==> src/sv/minimal_standard_random_generator_unit_defines.svh <==
// ----------------------------------------------------------------------------
// Minimal standard random generator - assertion macros
// Shared concurrent assertion forms, clocked on i_clk, off during reset.
// ----------------------------------------------------------------------------
`ifndef MINIMAL_STANDARD_RANDOM_GENERATOR_UNIT_DEFINES_SVH
`define MINIMAL_STANDARD_RANDOM_GENERATOR_UNIT_DEFINES_SVH

// same-cycle implication
`define MSRG_ASSERT_IMPLY(label, ante, cons, msg) \
    label: assert property (@(posedge i_clk) disable iff (!i_rst_n) (ante) |-> (cons)) \
        else $error(msg);

// next-cycle implication
`define MSRG_ASSERT_NEXT(label, ante, cons, msg) \
    label: assert property (@(posedge i_clk) disable iff (!i_rst_n) (ante) |=> (cons)) \
        else $error(msg);

`endif

==> src/sv/msrg_pkg.sv <==
// ----------------------------------------------------------------------------
// msrg_pkg
// Constants, payload types and state encodings of the random generator.
// ----------------------------------------------------------------------------
package msrg_pkg;

    localparam int MAX_BYTES = 64;
    localparam int CNT_W     = 7;

    // input mode codes
    localparam logic MODE_INT   = 1'b0;
    localparam logic MODE_BYTES = 1'b1;

    // APB register map: index sits at paddr[REG_IDX_LSB]
    localparam int   PADDR_W     = 3;
    localparam int   DATA_W      = 32;
    localparam int   REG_IDX_LSB = 2;
    localparam logic REG_SEED    = 1'b0;

    // Park-Miller / Schrage constants
    localparam logic [31:0] PM_MASK = 32'd123459876;
    localparam logic [14:0] PM_MUL  = 15'd16807;
    localparam logic [30:0] PM_MOD  = 31'd2147483647;
    localparam logic [16:0] PM_Q    = 17'd127773;
    localparam logic [11:0] PM_R    = 12'd2836;

    // quotient by PM_Q via reciprocal; estimate is exact or one low
    localparam int          RECIP_SHIFT = 48;
    localparam int          K0_W        = 64 - RECIP_SHIFT;
    localparam logic [31:0] RECIP_M     = 32'((64'd1 << RECIP_SHIFT) / 64'(PM_Q));

    // queue sizes
    localparam int CMDQ_AW    = 1;
    localparam int CMDQ_DEPTH = 1 << CMDQ_AW;
    localparam int CMDQ_CW    = CMDQ_AW + 1;
    localparam int OUTQ_AW    = 1;
    localparam int OUTQ_DEPTH = 1 << OUTQ_AW;
    localparam int OUTQ_CW    = OUTQ_AW + 1;

    // byte slot of the last byte taken from one step
    localparam logic [1:0] LAST_POS = 2'd2;

    typedef struct packed {
        logic             is_int;
        logic [CNT_W-1:0] count;
    } t_cmd;

    typedef struct packed {
        logic [30:0] int_value;
        logic [7:0]  byte_value;
        logic        last;
    } t_res;

    typedef struct packed {
        logic        start;
        logic [31:0] word;
    } t_step_req;

    typedef struct packed {
        logic        done;
        logic [31:0] word;
    } t_step_rsp;

    typedef enum logic [2:0] {
        SU_IDLE,
        SU_RECIP,
        SU_REM,
        SU_PROD,
        SU_FIN
    } t_su_state;

    typedef enum logic [1:0] {
        BK_IDLE,
        BK_STEP,
        BK_EMIT
    } t_bk_state;

endpackage

==> src/sv/msrg_front.sv <==
// ----------------------------------------------------------------------------
// msrg_front
// Accepts request words, drops empty byte runs, saturates the byte count and
// queues commands for the back end.
// ----------------------------------------------------------------------------
module msrg_front (
    input  logic                       i_clk,
    input  logic                       i_rst_n,
    input  logic                       i_push,
    output logic                       o_full,
    input  logic                       i_mode,
    input  logic [msrg_pkg::CNT_W-1:0] i_byte_count,
    output logic                       o_cmd_valid,
    output msrg_pkg::t_cmd             o_cmd,
    input  logic                       i_cmd_pop
);
    import msrg_pkg::*;

    t_cmd               r_q [CMDQ_DEPTH];
    logic [CMDQ_AW-1:0] r_wptr;
    logic [CMDQ_AW-1:0] r_rptr;
    logic [CMDQ_CW-1:0] r_cnt;

    logic keep;
    logic wr;
    logic rd;
    t_cmd cmd_in;

    always_comb begin
        keep          = (i_mode == MODE_INT) || (i_byte_count != '0);
        cmd_in.is_int = (i_mode == MODE_INT);
        cmd_in.count  = (i_byte_count > CNT_W'(MAX_BYTES)) ? CNT_W'(MAX_BYTES)
                                                           : i_byte_count;
    end

    assign o_full      = (r_cnt == CMDQ_CW'(CMDQ_DEPTH));
    assign o_cmd_valid = (r_cnt != '0);
    assign o_cmd       = r_q[r_rptr];
    assign wr          = i_push && !o_full && keep;
    assign rd          = i_cmd_pop && o_cmd_valid;

    always_ff @(posedge i_clk) begin
        if (!i_rst_n) begin
            r_wptr <= '0;
            r_rptr <= '0;
            r_cnt  <= '0;
        end else begin
            if (wr) begin
                r_wptr <= r_wptr + CMDQ_AW'(1);
            end
            if (rd) begin
                r_rptr <= r_rptr + CMDQ_AW'(1);
            end
            r_cnt <= r_cnt + CMDQ_CW'(wr) - CMDQ_CW'(rd);
        end
    end

    always_ff @(posedge i_clk) begin
        if (wr) begin
            r_q[r_wptr] <= cmd_in;
        end
    end

endmodule

==> src/sv/msrg_step.sv <==
// ----------------------------------------------------------------------------
// msrg_step
// One generator step: mask, Schrage split by reciprocal multiply, products,
// signed difference with one modulus fold, mask again.
// ----------------------------------------------------------------------------
module msrg_step (
    input  logic                i_clk,
    input  logic                i_rst_n,
    input  msrg_pkg::t_step_req i_req,
    output msrg_pkg::t_step_rsp o_rsp
);
    import msrg_pkg::*;

    t_su_state r_state;
    t_su_state n_state;
    logic      r_done;

    logic [31:0] r_a;       // |v|
    logic        r_neg;     // sign of v
    logic [63:0] r_prod;    // |v| * reciprocal
    logic [14:0] r_k;
    logic [16:0] r_r;
    logic [31:0] r_p1;      // 16807 * r
    logic [25:0] r_p2;      // 2836 * k
    logic [31:0] r_word_out;

    logic [31:0]     v;
    logic [31:0]     v_abs;
    logic [K0_W-1:0] k0;
    logic [32:0]     kq;
    logic [32:0]     rem0;
    logic            ge;
    logic [14:0]     k_fix;
    logic [16:0]     r_fix;
    logic [32:0]     diff;
    logic [32:0]     fold;

    always_comb begin
        v     = i_req.word ^ PM_MASK;
        v_abs = v[31] ? (~v + 32'd1) : v;

        k0    = r_prod[63:RECIP_SHIFT];
        kq    = 33'(k0) * 33'(PM_Q);
        rem0  = {1'b0, r_a} - kq;
        ge    = (rem0 >= 33'(PM_Q));
        k_fix = ge ? 15'(k0 + K0_W'(1)) : 15'(k0);
        r_fix = ge ? 17'(rem0 - 33'(PM_Q)) : 17'(rem0);

        // negative input flips the sign of the whole difference
        diff = r_neg ? (33'(r_p2) - 33'(r_p1)) : (33'(r_p1) - 33'(r_p2));
        fold = diff[32] ? (diff + 33'(PM_MOD)) : diff;
    end

    always_comb begin
        n_state = r_state;
        unique case (r_state)
            SU_IDLE: begin
                if (i_req.start) begin
                    n_state = SU_RECIP;
                end
            end
            SU_RECIP: n_state = SU_REM;
            SU_REM:   n_state = SU_PROD;
            SU_PROD:  n_state = SU_FIN;
            SU_FIN:   n_state = SU_IDLE;
            default:  n_state = SU_IDLE;
        endcase
    end

    always_ff @(posedge i_clk) begin
        if (!i_rst_n) begin
            r_state <= SU_IDLE;
            r_done  <= 1'b0;
        end else begin
            r_state <= n_state;
            r_done  <= (r_state == SU_FIN);
        end
    end

    always_ff @(posedge i_clk) begin
        if (r_state == SU_IDLE && i_req.start) begin
            r_a   <= v_abs;
            r_neg <= v[31];
        end
        if (r_state == SU_RECIP) begin
            r_prod <= 64'(r_a) * 64'(RECIP_M);
        end
        if (r_state == SU_REM) begin
            r_k <= k_fix;
            r_r <= r_fix;
        end
        if (r_state == SU_PROD) begin
            r_p1 <= 32'(r_r) * 32'(PM_MUL);
            r_p2 <= 26'(r_k) * 26'(PM_R);
        end
        if (r_state == SU_FIN) begin
            r_word_out <= fold[31:0] ^ PM_MASK;
        end
    end

    assign o_rsp.done = r_done;
    assign o_rsp.word = r_word_out;

endmodule

==> src/sv/msrg_back.sv <==
// ----------------------------------------------------------------------------
// msrg_back
// Sequencer: owns the generator word, runs steps and splits them into
// result words (one integer, or up to three bytes per step).
// ----------------------------------------------------------------------------
module msrg_back (
    input  logic                i_clk,
    input  logic                i_rst_n,
    input  logic                i_cmd_valid,
    input  msrg_pkg::t_cmd      i_cmd,
    output logic                o_cmd_pop,
    input  logic                i_seed_wr,
    input  logic [31:0]         i_seed,
    output msrg_pkg::t_step_req o_step_req,
    input  msrg_pkg::t_step_rsp i_step_rsp,
    output logic                o_res_push,
    output msrg_pkg::t_res      o_res,
    input  logic                i_res_full
);
    import msrg_pkg::*;

    t_bk_state        r_state;
    t_bk_state        n_state;
    logic [31:0]      r_word;
    logic [30:0]      r_gen;
    logic             r_is_int;
    logic [CNT_W-1:0] r_left;
    logic [1:0]       r_pos;

    logic       step_start;
    logic       last_byte;
    logic [7:0] byte_sel;

    always_comb begin
        last_byte = (r_left == CNT_W'(1));
        unique case (r_pos)
            2'd0:    byte_sel = r_gen[7:0];
            2'd1:    byte_sel = r_gen[15:8];
            default: byte_sel = r_gen[23:16];
        endcase
        if (r_is_int) begin
            o_res.int_value  = r_gen;
            o_res.byte_value = '0;
            o_res.last       = 1'b1;
        end else begin
            o_res.int_value  = '0;
            o_res.byte_value = byte_sel;
            o_res.last       = last_byte;
        end
    end

    always_comb begin
        n_state    = r_state;
        o_cmd_pop  = 1'b0;
        step_start = 1'b0;
        o_res_push = 1'b0;
        unique case (r_state)
            BK_IDLE: begin
                if (i_cmd_valid) begin
                    o_cmd_pop  = 1'b1;
                    step_start = 1'b1;
                    n_state    = BK_STEP;
                end
            end
            BK_STEP: begin
                if (i_step_rsp.done) begin
                    n_state = BK_EMIT;
                end
            end
            BK_EMIT: begin
                if (!i_res_full) begin
                    o_res_push = 1'b1;
                    if (r_is_int || last_byte) begin
                        n_state = BK_IDLE;
                    end else if (r_pos == LAST_POS) begin
                        step_start = 1'b1;
                        n_state    = BK_STEP;
                    end
                end
            end
            default: n_state = BK_IDLE;
        endcase
    end

    assign o_step_req.start = step_start;
    assign o_step_req.word  = r_word;

    always_ff @(posedge i_clk) begin
        if (!i_rst_n) begin
            r_state  <= BK_IDLE;
            r_word   <= '0;
            r_is_int <= 1'b0;
            r_left   <= '0;
            r_pos    <= '0;
        end else begin
            r_state <= n_state;
            if (i_seed_wr) begin
                r_word <= i_seed;
            end else if (r_state == BK_STEP && i_step_rsp.done) begin
                r_word <= i_step_rsp.word;
            end
            if (o_cmd_pop) begin
                r_is_int <= i_cmd.is_int;
                r_left   <= i_cmd.count;
            end
            if (r_state == BK_STEP && i_step_rsp.done) begin
                r_pos <= '0;
            end else if (o_res_push && !r_is_int) begin
                r_pos  <= r_pos + 2'd1;
                r_left <= r_left - CNT_W'(1);
            end
        end
    end

    always_ff @(posedge i_clk) begin
        if (r_state == BK_STEP && i_step_rsp.done) begin
            r_gen <= i_step_rsp.word[30:0];
        end
    end

endmodule

==> src/sv/msrg_outq.sv <==
// ----------------------------------------------------------------------------
// msrg_outq
// Two-entry result queue; decouples the sequencer from the consumer.
// ----------------------------------------------------------------------------
module msrg_outq (
    input  logic           i_clk,
    input  logic           i_rst_n,
    input  logic           i_push,
    input  msrg_pkg::t_res i_res,
    output logic           o_full,
    output logic           o_empty,
    output msrg_pkg::t_res o_res,
    input  logic           i_pop
);
    import msrg_pkg::*;

    t_res               r_mem [OUTQ_DEPTH];
    logic [OUTQ_AW-1:0] r_wptr;
    logic [OUTQ_AW-1:0] r_rptr;
    logic [OUTQ_CW-1:0] r_cnt;

    logic wr;
    logic rd;

    assign o_full  = (r_cnt == OUTQ_CW'(OUTQ_DEPTH));
    assign o_empty = (r_cnt == '0);
    assign o_res   = r_mem[r_rptr];
    assign wr      = i_push && !o_full;
    assign rd      = i_pop && !o_empty;

    always_ff @(posedge i_clk) begin
        if (!i_rst_n) begin
            r_wptr <= '0;
            r_rptr <= '0;
            r_cnt  <= '0;
        end else begin
            if (wr) begin
                r_wptr <= r_wptr + OUTQ_AW'(1);
            end
            if (rd) begin
                r_rptr <= r_rptr + OUTQ_AW'(1);
            end
            r_cnt <= r_cnt + OUTQ_CW'(wr) - OUTQ_CW'(rd);
        end
    end

    always_ff @(posedge i_clk) begin
        if (wr) begin
            r_mem[r_wptr] <= i_res;
        end
    end

endmodule

==> src/sv/minimal_standard_random_generator_unit.sv <==
// ----------------------------------------------------------------------------
// minimal_standard_random_generator_unit
// Park-Miller minimal standard generator (16807 mod 2^31-1, Schrage split)
// with a fixed XOR mask, serving single integers or runs of bytes.
//
// Request side: push/full. Each word carries i_mode (0 = one 31-bit integer,
//   1 = a run of bytes) and i_byte_count (1..64, larger counts clip to 64,
//   zero in byte mode yields nothing). Requests go to a 2-deep command queue.
// Result side: empty/pop. Integer results set o_last; byte runs give one
//   word per byte, least significant byte of each step first, o_last on the
//   final byte. Results sit in a 2-deep queue.
// APB: one register, seed, at offset 0x0. Writing it reloads the generator.
//   Reads return the seed register. pready is tied high.
// Sequencing: a step passes through the step unit states RECIP, REM, PROD and
//   FIN. The sequencer serves one request at a time; in a byte run it starts
//   the next step only after the bytes of the current step are emitted.
// Stall: when the consumer holds off pop, the result queue fills, the
//   sequencer waits, the command queue fills and full rises.
// Reset (synchronous, active low) empties both queues and clears the seed
//   register and the generator word to zero.
// ----------------------------------------------------------------------------
`include "minimal_standard_random_generator_unit_defines.svh"

module minimal_standard_random_generator_unit (
    input  logic                         i_clk,
    input  logic                         i_rst_n,
    // request queue side
    input  logic                         push,
    output logic                         full,
    input  logic                         i_mode,
    input  logic [msrg_pkg::CNT_W-1:0]   i_byte_count,
    // result queue side
    output logic                         empty,
    input  logic                         pop,
    output logic [30:0]                  o_int_value,
    output logic [7:0]                   o_byte_value,
    output logic                         o_last,
    // APB configuration port
    input  logic                         psel,
    input  logic                         penable,
    input  logic                         pwrite,
    input  logic [msrg_pkg::PADDR_W-1:0] paddr,
    input  logic [msrg_pkg::DATA_W-1:0]  pwdata,
    output logic [msrg_pkg::DATA_W-1:0]  prdata,
    output logic                         pready
);
    import msrg_pkg::*;

    logic [DATA_W-1:0] r_seed;
    logic              seed_wr;

    logic      cmd_valid;
    t_cmd      cmd;
    logic      cmd_pop;
    t_step_req step_req;
    t_step_rsp step_rsp;
    logic      res_push;
    t_res      res_in;
    logic      res_full;
    t_res      res_out;

    // APB: no wait states (pready tied high), register selected by one address bit
    assign pready  = 1'b1;
    assign seed_wr = psel && penable && pwrite && pready
                     && (paddr[REG_IDX_LSB] == REG_SEED);
    assign prdata  = (paddr[REG_IDX_LSB] == REG_SEED) ? r_seed : '0;

    always_ff @(posedge i_clk) begin
        if (!i_rst_n) begin
            r_seed <= '0;
        end else if (seed_wr) begin
            r_seed <= pwdata;
        end
    end

    // front end: accept, classify, queue
    msrg_front u_front (
        .i_clk        (i_clk),
        .i_rst_n      (i_rst_n),
        .i_push       (push),
        .o_full       (full),
        .i_mode       (i_mode),
        .i_byte_count (i_byte_count),
        .o_cmd_valid  (cmd_valid),
        .o_cmd        (cmd),
        .i_cmd_pop    (cmd_pop)
    );

    // back end: sequencer plus shared step unit
    msrg_back u_back (
        .i_clk       (i_clk),
        .i_rst_n     (i_rst_n),
        .i_cmd_valid (cmd_valid),
        .i_cmd       (cmd),
        .o_cmd_pop   (cmd_pop),
        .i_seed_wr   (seed_wr),
        .i_seed      (pwdata),
        .o_step_req  (step_req),
        .i_step_rsp  (step_rsp),
        .o_res_push  (res_push),
        .o_res       (res_in),
        .i_res_full  (res_full)
    );

    msrg_step u_step (
        .i_clk   (i_clk),
        .i_rst_n (i_rst_n),
        .i_req   (step_req),
        .o_rsp   (step_rsp)
    );

    // result queue
    msrg_outq u_outq (
        .i_clk   (i_clk),
        .i_rst_n (i_rst_n),
        .i_push  (res_push),
        .i_res   (res_in),
        .o_full  (res_full),
        .o_empty (empty),
        .o_res   (res_out),
        .i_pop   (pop)
    );

    assign o_int_value  = res_out.int_value;
    assign o_byte_value = res_out.byte_value;
    assign o_last       = res_out.last;

    // integer words carry no byte and byte words carry no integer
    `MSRG_ASSERT_IMPLY(a_one_kind, !empty, ~|o_int_value || ~|o_byte_value, "mixed int/byte word")
    // an integer result always closes its request
    `MSRG_ASSERT_IMPLY(a_int_last, !empty && (o_int_value != '0), o_last, "no last on int")
    // masked step output stays below 2^31
    `MSRG_ASSERT_IMPLY(a_step_range, step_rsp.done, !step_rsp.word[31], "step out of range")
    // step completion is a single-cycle pulse
    `MSRG_ASSERT_NEXT(a_done_pulse, step_rsp.done, !step_rsp.done, "done held")

endmodule
==> config.mk <==
export PLATFORM = sky130hd
export DESIGN_NAME = minimal_standard_random_generator_unit
export DESIGN_NICKNAME = d
export VERILOG_FILES = /design/src/sv/msrg_pkg.sv /design/src/sv/msrg_front.sv /design/src/sv/msrg_step.sv /design/src/sv/msrg_back.sv /design/src/sv/msrg_outq.sv /design/src/sv/minimal_standard_random_generator_unit.sv
export VERILOG_INCLUDE_DIRS = /design/src /design/src/sv
export SDC_FILE = /design/constraint.sdc
export NUM_CORES = 2
export LEC_CHECK = 0
export BUFFER_PORTS_ARGS = -buffer_cell sky130_fd_sc_hd__clkbuf_2
export CELL_PAD_IN_SITES_DETAIL_PLACEMENT = 1
export CELL_PAD_IN_SITES_GLOBAL_PLACEMENT = 1
export CORE_MARGIN = 2
export CORE_UTILIZATION = 52
export CTS_CLUSTER_DIAMETER = 30
export DETAILED_ROUTE_END_ITERATION = 8
export PLACE_DENSITY = 0.79
export RECOVER_POWER = 50
export REMOVE_ABC_BUFFERS = 1
export SETUP_SLACK_MARGIN = 0.4
export SKIP_CTS_REPAIR_TIMING = 1
export SLEW_MARGIN = 30
export SYNTH_ARGS = -nofsm -noshare
export SYNTH_HDL_FRONTEND = slang
export SYNTH_SLANG_ARGS = --single-unit
==> constraint.sdc <==
create_clock -name i_clk -period 8.8 [get_ports i_clk]
set_clock_uncertainty 0.1 [all_clocks]
set_input_delay 0.88 -clock i_clk [delete_from_list [all_inputs] [get_ports i_clk]]
set_output_delay 0.88 -clock i_clk [all_outputs]
set_load 0.02 [all_outputs]
==> Word level (Yosys, flattened, before mapping) <==
Memories as Yosys holds them, arrays and structs flattened. A register that Yosys moved wholly into a read port is not among the register bits.
Index checks and enable logic that the tools add are counted.
{ "word_totals": {"ram_bits": 96, "output_inout_bits": 75, "inputBits": 50, "word_cells": 135, "n_memories": 2, "register_bits": 335} }
{ "op_classes": {"n_mul": 4, "reduce_logical": 26, "n_eq_ne": 16, "order_cmp": 2, "add_sub_neg": 17, "bitwise_logic": 6, "muxes": 38} }
{ "mem_list": {"columns": ["name", "depth", "word_bits", "read_ports", "rd_ports_with_merged_regs", "write_ports", "line_no", "text"], "rows": [
  ["u_outq.r_mem", 2, 40, 1, 1, 1, "msrg_outq.sv:17", "t_res r_mem [OUTQ_DEPTH];"],
  ["u_front.r_q", 2, 8, 1, 1, 1, "msrg_front.sv:19", "t_cmd r_q [CMDQ_DEPTH];"]
]} }
{ "ops": {"columns": ["op", "count"], "rows": [
  ["32-bit two-way mux", 4],
  ["32-bit by 31-bit multiplier with 63-bit output, second input constant", 1],
  ["40-bit two-way mux", 1],
  ["33-bit by 17-bit >= comparator with 1-bit output, second input constant", 1],
  ["16-bit by 17-bit multiplier with 33-bit output, second input constant", 1],
  ["33-bit two-way mux", 1],
  ["26-bit by 32-bit subtractor with 33-bit output", 1],
  ["32-bit by 26-bit subtractor with 33-bit output", 1],
  ["32-bit by 33-bit subtractor with 33-bit output", 1],
  ["32-bit by 1-bit adder with 32-bit output, second input constant", 1],
  ["32-bit by 31-bit adder with 32-bit output, second input constant", 1],
  ["17-bit by 15-bit multiplier with 32-bit output, second input constant", 1],
  ["32-bit inverter", 1],
  ["31-bit two-way mux", 1],
  ["15-bit inverter", 2],
  ["7-bit two-way mux", 4],
  ["15-bit by 10-bit multiplier with 24-bit output, second input constant", 1],
  ["17-bit two-way mux", 1],
  ["17-bit subtractor, second input constant", 1],
  ["8-bit case mux with 2 select lines", 1],
  ["15-bit by 1-bit adder with 15-bit output, second input constant", 1],
  ["1-bit two-way mux", 15],
  ["15-bit two-way mux", 1],
  ["3-bit case mux with 4 select lines", 1],
  ["29 further kinds", 64]
]} }

==> Longest topological paths before layout <==
{ "depth": {"depth_word": 7, "ltp_mapped": 26} }

==> Modules after synthesis <==
A second synthesis with hierarchy kept.
{ "hier_totals": {"cells_unflattened": 4649, "area_unflattened_um2": 47280.3} }
{ "modules_own_cells": {"columns": ["module", "area_each_um2", "instances", "cells_per_inst"], "rows": [
  ["msrg_step", 38375.6, 1, 3940],
  ["msrg_back", 3347.0, 1, 320],
  ["msrg_outq", 3131.8, 1, 151],
  ["minimal_standard_random_generator_unit", 1537.7, 1, 177],
  ["msrg_front", 888.4, 1, 61]
]} }

==> Least setup slack after synthesis <==
OpenSTA, ideal clock, no wires.
{ "synth_path": {"path_type": "reg-to-reg", "startpoint": "reg u_step.r_a[15]", "endpoint": "reg u_step.r_prod[52], data pin", "path_stages_with_launch": 27, "setup_ps": 260, "t_required_ps": 8440, "t_arrival_ps": 6854, "synth_period_minus_slack_ps": 7213, "path_slack_ps": 1587, "path_cell_list": "edfxtp_1 > fa_1 > ha_1 > fa_1 > inv_1 > fa_1 > inv_1 > fa_1 > inv_1 > fa_1 > inv_1 > fa_1 > inv_1 > fa_1 > inv_1 > ha_1 > a21o_1 > a21o_1 > a21o_1 > a211oi_1 > o21ai_0 > a221oi_1 > a31o_2 > a31oi_1 > o31a_1 > or2_2 > xor2_1"} }
{ "synth_between": {"elab_chain_len": 1} }
{ "synth_lines": {"columns": ["item", "line_no", "text"], "rows": [
  ["start, declared", "msrg_step.sv:18", "logic [31:0] r_a;"],
  ["start signal, assigned", "msrg_step.sv:82", "r_a <= v_abs;"],
  ["32-bit by 31-bit multiplier with 63-bit output", "msrg_step.sv:86", "r_prod <= 64'(r_a) * 64'(RECIP_M);"],
  ["end signal, assigned", "msrg_step.sv:86", null],
  ["end, declared", "msrg_step.sv:20", "logic [63:0] r_prod;"]
]} }
Every way passes these cells.
A chain may end at the register's enable or synchronous reset.

==> Worst setup path after layout <==
{ "layout_path": {"startpoint": "reg u_step.r_a[7]", "endpoint": "reg u_step.r_prod[62], data pin"} }
Same word-level chain as after synthesis.

==> flow_summary.ini <==
[worst_setup_path]
critical-path-slowest-cell = fa_1
path_max_fanout = 11
crit_family = adder cells
critPathLaunch = u_step.r_a[7]
critical_path_required_ps = 9030
crit_type = register to register
critical-path-max-stage-delay_ps = 770
start_kind = register
path_buf_inv = 6
critPathArrivalTime_ps = 8590
crit_path_end_kind = register
cpMostUsedCell = fa_1
reg2reg_from = u_step.r_a[7]

[global_routing]
grt.overflow.total = 0
grtUsageTotal_pct = 30.1
grt_max_degree = 90
grt_pass1_vias = 38700
grt_pass1_wl_um = 220000
antenna_found_initial = 4

[synthesis]
synth_edf_count = 296
yosysTopAreaCell = fa_1
synth_top_area_share_pct = 23.3
synth_area_leaders = fa_1 (23%), ha_1 (21%), edfxtp_1 (19%)
yosysMostFrequentCell = inv_1
dominantRegCellSynth = edfxtp_1
async_flop_share_pct = 0
synth_cell_type_count = 91
synth-seq-area-share_pct = 22.5
synthCells = 4684
synth_area_um2 = 47500
synth_top_cells_by_count = inv_1 (1169), ha_1 (804), fa_1 (554)
synth_warnings = 0
synth.avg_cell_area_um2 = 10.1
synth-seq-cells = 386

[clock_network]
cts_buffer_depth = 3
cts_tree = built
clock-sinks = 386
numCtsBuffers = 82
path_clk_slew_ps = 60
clockRootBuffer = clkbuf_16
h-tree-depth = 3
clock_latency_ps = 680

[timing]
worst_slew_pin_slew_ps = 3660
max_slew_margin_pct = -144
period_share_pct = 95.0
grt_setup_unrepaired = false
report.final.setup_viol = 0
fmax_mhz = 120
period_needed_ps = 8360
totalNegativeSetupSlack_ps = 0
hold_viol_final = 0
report.final.slew_viol_count = 288

[finish]
drive_gt1_share_pct = 8.32
syn_to_final_growth_pct = 10.9
final_nets = 6277
antenna_cells = 0
postLayoutCellArea_um2 = 52700

[floorplanning]
start_util_pct = 52.6
coreArea_um2 = 90300
io_pins = 125
die_w_um = 306
dieArea_um2 = 93800
dieHeight_um = 306
num_rows = 110

[route]
firstDrtPassIters = 5
vias = 34600
drc = 0
vias_per_cell = 5.65
wl_per_cell_um = 23.3
antenna_left = 0
drt_iter0_markers = 2125
wl_um = 142000

[job]
cap_violations = 6

[placement]
port_buffers = 121
hpwl_um = 109000
postPlaceCellArea_um2 = 49700
place_congestion = 0.929

[hold_path]
min_path_type = register to register
holdCritStartpoint = u_step.r_word_out[8]

[run_status]
status = complete, but fails checks
violations = capacitance limit, slew limit
==> worst reg2reg max path: stages, from the launching register on <==
cell       delay, ps
edfxtp_1         760
fa_1             780
ha_1             210
inv_1             80
fa_1             470
inv_1            120
fa_1             450
fa_1             560
inv_1             80
fa_1             530
inv_1             70
fa_1             500
inv_1             60
fa_1             500
inv_1             70
ha_1             200
a21o_1           180
a21o_1           220
a21o_1           200
a22o_1           190
a31oi_1          140
o22a_1           210
o21ai_0          130
nor3_1           370
nor3_1           130
a2111oi_1        650
xnor2_1          130
==> cell type report <==
type / instances / area (um^2)
clock buffer: 87 / 2120
clock inverter: 67 / 837
fill: 9892 / 37600
inverter: 1171 / 4400
multi-input combinational: 3042 / 32100
sequential: 386 / 10700
tap: 1176 / 1470
timing repair buffer: 186 / 1080
==> cells in the final DEF (no fill, tap or decap), drive strengths merged, types with 90 or more instances in the layout <==
master	n
a21o	97
a21oi	155
and2	91
clkbuf	214
dfxtp	90
edfxtp	296
fa	554
ha	804
inv	1192
nand2	211
nor2	108
o21ai	119
xnor2	147
==> metrics by stage <==
stage / setup slack [ps] / hold WS [ps] / utilization, % / std cells
after global routing: 279 / 358 / 58.4 / 6115
after global placement: 726 / 347 / 55.0 / 5944
final: 436 / 365 / 58.4 / 6115
after CTS: 429 / 355 / 58.3 / 6098
after floorplan: 1510 / 326 / - / 4599
after detailed placement: 494 / 354 / 55.0 / 5944
==> state kept, by name, summed over array words and instances (netlist names), 2 cells and up, named ones only <==
signal,count
u_step.r_state,3
u_outq.r_cnt,2
u_step.r_prod,16
u_outq.r_mem,80
u_step.r_word_out,32
u_step.r_p2,24
u_back.r_state,2
u_front.r_cnt,2
u_front.r_q,16
r_seed,32
u_back.r_gen,31
u_step.r_p1,32
u_back.r_pos,2
u_step.r_r,17
u_back.r_word,32
u_back.r_left,7
u_step.r_k,15
u_step.r_a,32
==> final timing paths <==
check,endpoint,cells past startpoint,slack (ps)
hold / removal,u_back.r_gen[8],0,360
hold reg to reg,u_back.r_gen[8],0,360
setup / recovery,u_step.r_prod[62],26,440
setup reg to reg,u_step.r_prod[62],26,440
==> metal layers <==
metal	global-route usage, %	vias up	wire [um]
met4	10.1	0	6130
met3	3.17	359	6510
met5	0	-	0
met1	38.3	17600	59000
li1	-	15600	-
met2	53.5	1046	70700
==> logic make-up (layout without fill, tap and decap cells) <==
family / after synthesis / in the layout / share of synthesized area [%]
fa+ha+maj: 1358 / 1358 / 44.5
buf+inv: 1256 / 1511 / 9.96
simple gates: 764 / 764 / 8.42
compound gates: 618 / 618 / 8.73
flops: 386 / 386 / 22.5
xor+xnor: 210 / 210 / 3.87
mux: 91 / 91 / 2.03
other cells: 1 / 1 / 0.00789
Power is not shown: default switching activity piles up to over one toggle a cycle in this logic, so the estimate is an artifact.
